===== src/hgm_pkg.sv =====
// Shared types and codes for the height grid engine.
package hgm_pkg;

  localparam logic [1:0] ACT_CLEAR  = 2'd0;
  localparam logic [1:0] ACT_INSERT = 2'd1;
  localparam logic [1:0] ACT_QUERY  = 2'd2;
  localparam logic [1:0] ACT_NOP    = 2'd3;

  localparam logic [2:0] REG_ORIGIN_X   = 3'd0;
  localparam logic [2:0] REG_ORIGIN_Z   = 3'd1;
  localparam logic [2:0] REG_INV_CELL_X = 3'd2;
  localparam logic [2:0] REG_INV_CELL_Z = 3'd3;
  localparam logic [2:0] REG_FALLBACK   = 3'd4;

  localparam logic [1:0] LERP_A     = 2'd0;
  localparam logic [1:0] LERP_B     = 2'd1;
  localparam logic [1:0] LERP_FINAL = 2'd2;

  typedef enum logic [15:0] {
    ST_IDLE  = 16'b0000_0000_0000_0001,
    ST_CLEAR = 16'b0000_0000_0000_0010,
    ST_MULX  = 16'b0000_0000_0000_0100,
    ST_MULZ  = 16'b0000_0000_0000_1000,
    ST_CLAMP = 16'b0000_0000_0001_0000,
    ST_RD    = 16'b0000_0000_0010_0000,
    ST_WR    = 16'b0000_0000_0100_0000,
    ST_Q0    = 16'b0000_0000_1000_0000,
    ST_Q1    = 16'b0000_0001_0000_0000,
    ST_Q2    = 16'b0000_0010_0000_0000,
    ST_Q3    = 16'b0000_0100_0000_0000,
    ST_Q4    = 16'b0000_1000_0000_0000,
    ST_LD    = 16'b0001_0000_0000_0000,
    ST_LM    = 16'b0010_0000_0000_0000,
    ST_LA    = 16'b0100_0000_0000_0000,
    ST_OUT   = 16'b1000_0000_0000_0000
  } state_t;

  typedef struct packed {
    logic       load;
    logic       mul_x;
    logic       mul_z;
    logic       clamp_z;
    logic       clr_wr;
    logic       rd;
    logic [1:0] rd_corner;
    logic       cap;
    logic [1:0] cap_corner;
    logic       wr_ins;
    logic       lerp_d;
    logic       lerp_m;
    logic       lerp_a;
    logic [1:0] lerp_sel;
    logic       res_zero;
  } cmd_t;

  typedef struct packed {
    logic grid_valid;
    logic clr_last;
  } stat_t;

endpackage


===== src/hgm_ctrl.sv =====
// Sequencer for clear, insert and query actions.
module hgm_ctrl (
  input  logic          clk,
  input  logic          rst,
  input  logic          start,
  input  logic [1:0]    action,
  input  hgm_pkg::stat_t stat,
  output hgm_pkg::cmd_t  cmd,
  output logic          busy,
  output logic          done
);
  import hgm_pkg::*;

  state_t     state, state_next;
  logic [1:0] act, act_next;
  logic [1:0] lsel, lsel_next;

  always_ff @(posedge clk) begin
    if (rst) begin
      state <= ST_CLEAR;
      act   <= ACT_CLEAR;
      lsel  <= LERP_A;
    end else begin
      state <= state_next;
      act   <= act_next;
      lsel  <= lsel_next;
    end
  end

  assign busy = (state != ST_IDLE);
  assign done = (state == ST_OUT);

  always_comb begin
    state_next = state;
    act_next   = act;
    lsel_next  = lsel;
    cmd        = '0;
    cmd.lerp_sel = lsel;
    unique case (state)
      ST_IDLE: begin
        if (start) begin
          cmd.load = 1'b1;
          act_next = action;
          unique case (action)
            ACT_CLEAR:  state_next = ST_CLEAR;
            ACT_INSERT: state_next = ST_MULX;
            ACT_QUERY: begin
              if (stat.grid_valid) begin
                state_next = ST_MULX;
              end else begin
                cmd.res_zero = 1'b1;
                state_next   = ST_OUT;
              end
            end
            default: state_next = ST_IDLE;
          endcase
        end
      end
      ST_CLEAR: begin
        cmd.clr_wr = 1'b1;
        if (stat.clr_last) state_next = ST_IDLE;
      end
      ST_MULX: begin
        cmd.mul_x  = 1'b1;
        state_next = ST_MULZ;
      end
      ST_MULZ: begin
        cmd.mul_z  = 1'b1;
        state_next = ST_CLAMP;
      end
      ST_CLAMP: begin
        cmd.clamp_z = 1'b1;
        state_next  = (act == ACT_INSERT) ? ST_RD : ST_Q0;
      end
      ST_RD: begin
        cmd.rd     = 1'b1;
        state_next = ST_WR;
      end
      ST_WR: begin
        cmd.wr_ins = 1'b1;
        state_next = ST_IDLE;
      end
      ST_Q0: begin
        cmd.rd        = 1'b1;
        cmd.rd_corner = 2'd0;
        state_next    = ST_Q1;
      end
      ST_Q1: begin
        cmd.rd         = 1'b1;
        cmd.rd_corner  = 2'd1;
        cmd.cap        = 1'b1;
        cmd.cap_corner = 2'd0;
        state_next     = ST_Q2;
      end
      ST_Q2: begin
        cmd.rd         = 1'b1;
        cmd.rd_corner  = 2'd2;
        cmd.cap        = 1'b1;
        cmd.cap_corner = 2'd1;
        state_next     = ST_Q3;
      end
      ST_Q3: begin
        cmd.rd         = 1'b1;
        cmd.rd_corner  = 2'd3;
        cmd.cap        = 1'b1;
        cmd.cap_corner = 2'd2;
        state_next     = ST_Q4;
      end
      ST_Q4: begin
        cmd.cap        = 1'b1;
        cmd.cap_corner = 2'd3;
        lsel_next      = LERP_A;
        state_next     = ST_LD;
      end
      ST_LD: begin
        cmd.lerp_d = 1'b1;
        state_next = ST_LM;
      end
      ST_LM: begin
        cmd.lerp_m = 1'b1;
        state_next = ST_LA;
      end
      ST_LA: begin
        cmd.lerp_a = 1'b1;
        if (lsel == LERP_FINAL) begin
          state_next = ST_OUT;
        end else begin
          lsel_next  = lsel + 2'd1;
          state_next = ST_LD;
        end
      end
      ST_OUT: begin
        state_next = ST_IDLE;
      end
      default: state_next = ST_IDLE;
    endcase
  end

endmodule


===== config.mk =====
export PLATFORM = sky130hd
export DESIGN_NAME = hgm_ctrl
export DESIGN_NICKNAME = d
export VERILOG_FILES = /design/src/hgm_pkg.sv /design/src/hgm_ctrl.sv
export SDC_FILE = /design/constraint.sdc
export NUM_CORES = 1
export LEC_CHECK = 0
export ABC_AREA = 0
export BUFFER_PORTS_ARGS = -buffer_cell sky130_fd_sc_hd__buf_2
export CAP_MARGIN = 0
export CORE_MARGIN = 4
export CORE_UTILIZATION = 55
export CTS_BUF_LIST = sky130_fd_sc_hd__clkbuf_4 sky130_fd_sc_hd__clkbuf_8
export DETAILED_ROUTE_END_ITERATION = 6
export PLACE_DENSITY = 0.81
export SLEW_MARGIN = 10
export SYNTH_ARGS = -nofsm -noshare
export SYNTH_HDL_FRONTEND = slang
export SYNTH_SLANG_ARGS = --single-unit

===== constraint.sdc =====
create_clock -name clk -period 2.1 [get_ports clk]
set_input_delay 0 -clock clk [delete_from_list [all_inputs] [get_ports clk]]
set_output_delay 0 -clock clk [all_outputs]
set_load 0.005 [all_outputs]

# Word level (Yosys, flattened, before mapping)
# Index checks and enable logic that the tools add are counted.
# Widths: inputs -> output; s select.
[word_totals]
regBits = 20
out_inout_bits = 20
wordCells = 60
input_bits = 7
[classes]
mux = 26
addsub = 1
n_eq_ne = 24
n_reduce_logical = 6
[op_table]
columns = ["cell", "count"]
rows = [
  ["$pmux 16 s14", 1],
  ["$mux 16", 4],
  ["$pmux 16 s3", 1],
  ["$eq 16x1->1 const B", 1],
  ["$eq 16x10->1 const B", 1],
  ["$eq 16x11->1 const B", 1],
  ["$eq 16x12->1 const B", 1],
  ["$eq 16x13->1 const B", 1],
  ["$eq 16x14->1 const B", 1],
  ["$eq 16x15->1 const B", 1],
  ["$eq 16x16->1 const B", 1],
  ["$eq 16x2->1 const B", 1],
  ["$eq 16x3->1 const B", 1],
  ["$eq 16x4->1 const B", 1],
  ["$eq 16x5->1 const B", 1],
  ["$eq 16x6->1 const B", 1],
  ["$eq 16x7->1 const B", 1],
  ["$eq 16x8->1 const B", 1],
  ["$eq 16x9->1 const B", 1],
  ["$ne 16x1->1 const B", 1],
  ["$mux 1", 15],
  ["$pmux 3 s4", 1],
  ["$mux 8", 1],
  ["$ne 2x2->1 const B", 3],
  ["other kinds (10)", 14],
]

# Longest topological paths before layout
[depth]
ltp_word = 4
ltp_mapped = 8
ltp_nobuf = 5

# Least setup slack after synthesis
# No wires, ideal clock.
[synth_timing]
path_kind = "reg-to-reg"
start = "register state[12]"
end = "register state[6]"
slack_ns = 0.271
t_arrival_ns = 1.703
path_stages_with_launch = 8
t_required_ns = 1.974
setup_time_ns = 0.126
n_path_buf = 2
period_less_slack_ns = 1.829
path_cell_list = "dfxtp_1 > nor4_2 > and4_1 > buf_6 > a221o_1 > buf_6 > or2_1 > nor3b_1"
[synth_between]
elab_chain_cells = 3
elab_cells_between_ends = 18
cone_classes = "eq/ne (16); mux (1); reduce/logical (1)"
[synth_lines]
columns = ["item", "line", "source"]
rows = [
  ["start: declaration", "hgm_ctrl.sv:14", "state_t state, state_next;"],
  ["start signal: assignment", "hgm_ctrl.sv:24", "state <= state_next;"],
  ["$eq 16x2->1 / $eq 16x1->1 (equally long branches)", "hgm_ctrl.sv:39", "unique case (state)"],
  ["$ne 2x2->1 (no source line)", "--", ""],
  ["$reduce_and 2->1 (no source line)", "--", ""],
]
# Parallel ways exist; a longest one is shown, timed or not.
# A chain may end at the register's enable or synchronous reset.

==> results by group <==
Critical path
  • Worst Setup End Kind: output port
  • Critical-path top delay cell: nor4_4
  • Worst-path cell chain: nor4_4 -> and4_1 -> nand2_1 -> inv_1 -> and3_1 -> buf_2
  • CP bufs+invs: 2
  • Reg-to-reg slack, setup: around 150 ps
  • Critical path's largest stage delay: between 400 and 500 ps
  • Crit path kind: reg2out
  • Worst Path Max Fanout: 6
  • Crit path DAT: 2010 ps
  • Worst Setup Start Kind: register
  • Crit path max-delay family: simple AND/OR/NAND/NOR gates
  • CP Data Required Time: 2100 ps

Synthesis
  • Synth top area share: 33.2%
  • Post-synth EDFFs: 0
  • Synth Area in Adders: a little over 1%
  • Cell taking the most area after synthesis: dfxtp_1
  • Xor and xnor area share after synthesis: ~5.1%
  • Ranking of synthesized cells by area: dfxtp_1 33%, nor4_4 5.3%, nor4b_1 4.4%, nor2_1 4.0%, a21oi_1 3.7%
  • Largest family of logic cells by synthesized area: simple AND/OR/NAND/NOR gates
  • Complex-gate fraction of the synthesized area: 10.3%
  • Register area share after synthesis: approximately 33%
  • Post-Syn Area per Cell: between 8 and 9 sq um
  • Syn_nets: 148
  • Post-Synth Simple-Gate Area: between 40% and 50%
  • Top_reg_cell synth: dfxtp_1
  • Netlist Area Pre-Place: 1210 sq um
  • Post-synth ARST share: 0%
  • YS warnings: 0
  • Netlist cell types: 40
  • Post-synthesis mux area share: under 10%
  • Post-Syn Instances: 140
  • Yosys reg bits: 20

STA
  • Final hold vios: 0
  • Worst Max-Slew Pin Slew: about 390 ps
  • Slew headroom: around three quarters
  • Fmax achieved: approximately 500 MHz
  • Slew Limit Fails: 0
  • Clk_skew: a little over 8 ps
  • Final worst slack: ~90 ps
  • Final setup vio count: 0
  • Final min period: between 2000 and 2500 ps
  • Fin crit share: ~96%

Floorplanning
  • Die W: about 55 um
  • Row cnt: 16
  • Die Y: roughly 55 um
  • Initial Utilization: 59.7%
  • Core box area: 2020 sq um
  • DIE AREA: approximately 3000 sq um
  • I/O pins: 27

Layout
  • Area Growth Syn to Fin: 22.3%
  • Share of cells above drive strength 1: between 20 and 30%
  • Antenna cell count: 0
  • Nets@finish: 187
  • Finished Layout Cells: slightly above 200

Placed design
  • Port buffer count: 26
  • Setup slack at placement: 140 ps
  • Placer Congestion: 0.791
  • Inst Count DP: ~190
  • DP HPWL: 2050 um

Power
  • Peak supply drop: around 0.46 mV
  • Pwr dens: 481 nW/um^2
  • LEAKAGE: around 0.6 nW
  • Overall power: about 0.71 mW

Drt
  • Vias: 1170
  • Drt total wl: 2730 um
  • DRT iter0 DRCs: 37
  • DRC Markers: 0
  • Vias per Instance: ~5.7
  • Routed WL per cell: 13.3 um
  • First-pass DRT Iterations: 4
  • Routed Antenna Nets: 0

Clock network
  • CTS max path bufs: 2
  • Cts bufs inserted: 3
  • Clock insertion delay at the later pin of the skew report: roughly 300 ps
  • Num Clock Sinks: 20
  • CTS tree: built
  • Clk slew on worst S/H paths: approximately 110 ps
  • Root Driver: clkbuf_4
  • Htree depth: 1

Outcome
  • Outcome: complete, no violations

GRT
  • Vias in the first global route: 1046
  • First-pass GRT wire length: around 4500 um
  • GRT overflow: 0
  • Total GRT Usage: 20.6%
  • Largest net degree at the start of global routing: 12
  • Initial antenna violation count: 0

Hold path
  • Hold WC Path Type: in2reg

Run
  • Max cap viols: 0
metal layers:
| metal | track usage, % | vias up | part of all wire, % |
|---|---|---|---|
| met5 | 0 | - | 0 |
| met4 | 7.88 | 0 | 0.44 |
| met3 | 1.63 | 2 | 5.3 |
| met2 | 35.0 | 34 | 50 |
| met1 | 26.7 | 548 | 44 |
| li1 | - | 586 | - |
cells in the mapped netlist (2+ instances only):
library cell and number:
dfxtp_1 20, nor2_1 13, a21oi_1 9, inv_1 9, nand2_1 8, nand3_1 6
nor3_1 6, nor4_1 6, nor4b_1 6, nand4_1 5, xnor2_1 5, buf_6 4
nand2b_1 4, nor3b_1 4, and4_1 3, nor4_4 3, buf_1 2, o211ai_1 2
o21ai_0 2, o22ai_1 2, xor2_1 2
state kept, by name, indices dropped and copies added (netlist names):
| register | cells |
|---|---|
| lsel | 2 |
| state | 16 |
| act | 2 |
final timing paths:
check / endpoint / from / cells after the start
hold reg to reg: state[5] / act[1] / 1
setup reg to reg: state[5] / state[3] / 5
hold / removal: act[1] / start / 3
setup / recovery: cmd[0] / state[5] / 6
cells in the final DEF (no fill, tap or decap), drive strengths merged:
cell type / count
or3: 2
nand3: 6
inv: 9
dlygate4sd3: 3
nor3b: 5
a32oi: 1
o31ai: 1
clkbuf: 4
nor4: 10
o21ai: 2
ha: 1
xnor2: 5
or2: 1
mux2i: 1
nand2: 8
and3: 1
a22oi: 1
and4: 3
mux2: 1
buf: 39
nor2b: 1
nor2: 14
nor3: 6
nor4b: 6
xor2: 2
nand4: 6
a21oi: 9
o21a: 1
a221o: 1
nand2b: 4
dfxtp: 20
o22ai: 2
o211ai: 2
power by group:
group          switching [mW]  internal, mW  leakage [nW]  total [mW]
clock                   0.117         0.106        0.0210       0.222
combinational          0.0517        0.0439         0.420      0.0956
sequential            0.00738         0.385         0.162       0.392
worst reg2reg max path, cell delays in order, from the launching register on:
cell and delay [ps]:
dfxtp_1 520, nor4b_2 100, and4_1 290, a221o_1 440
or3_1 370, nor3b_2 170
kinds of logic after synthesis:
kind of cell,Yosys count
AOI/OAI and AO/OA,20
xor gates and xnor gates,7
adders and majority gates,1
buffers and inverters,17
DFF,20
muxes,2
and+or+nand+nor,73
per-stage QoR:
step           TNS, ps  util, %  hold slack [ps]  area [sq um]
6_report             0     73.0             7.77          1480
5_1_grt          -20.7     73.0             9.37          1480
4_1_cts              0     71.2             1.14          1440
3_5_place_dp         0     67.9              264          1370
3_3_place_gp         0     67.9              255          1370
2_1_floorplan        0        -             66.2          1210
area by class of cell:
cell class,instances,area [sq um]
multi-input cells,103,714
fillers,158,546
flip-flops and latches,20,400
repair buffers,42,258
clock buffers,4,36.3
inverters,9,33.8
well taps,27,33.8
timing repair:
item                                   CTS  global route
buffers inserted                         0             4
setup endpoints to repair                1             5
hold buffers                             3             0
gates resized for setup                  0             1
gates cloned                             0             0
pin swaps                                1             2
endpoints found under the hold margin    6             0
No activity file was read; power rests on OpenSTA's default activity.
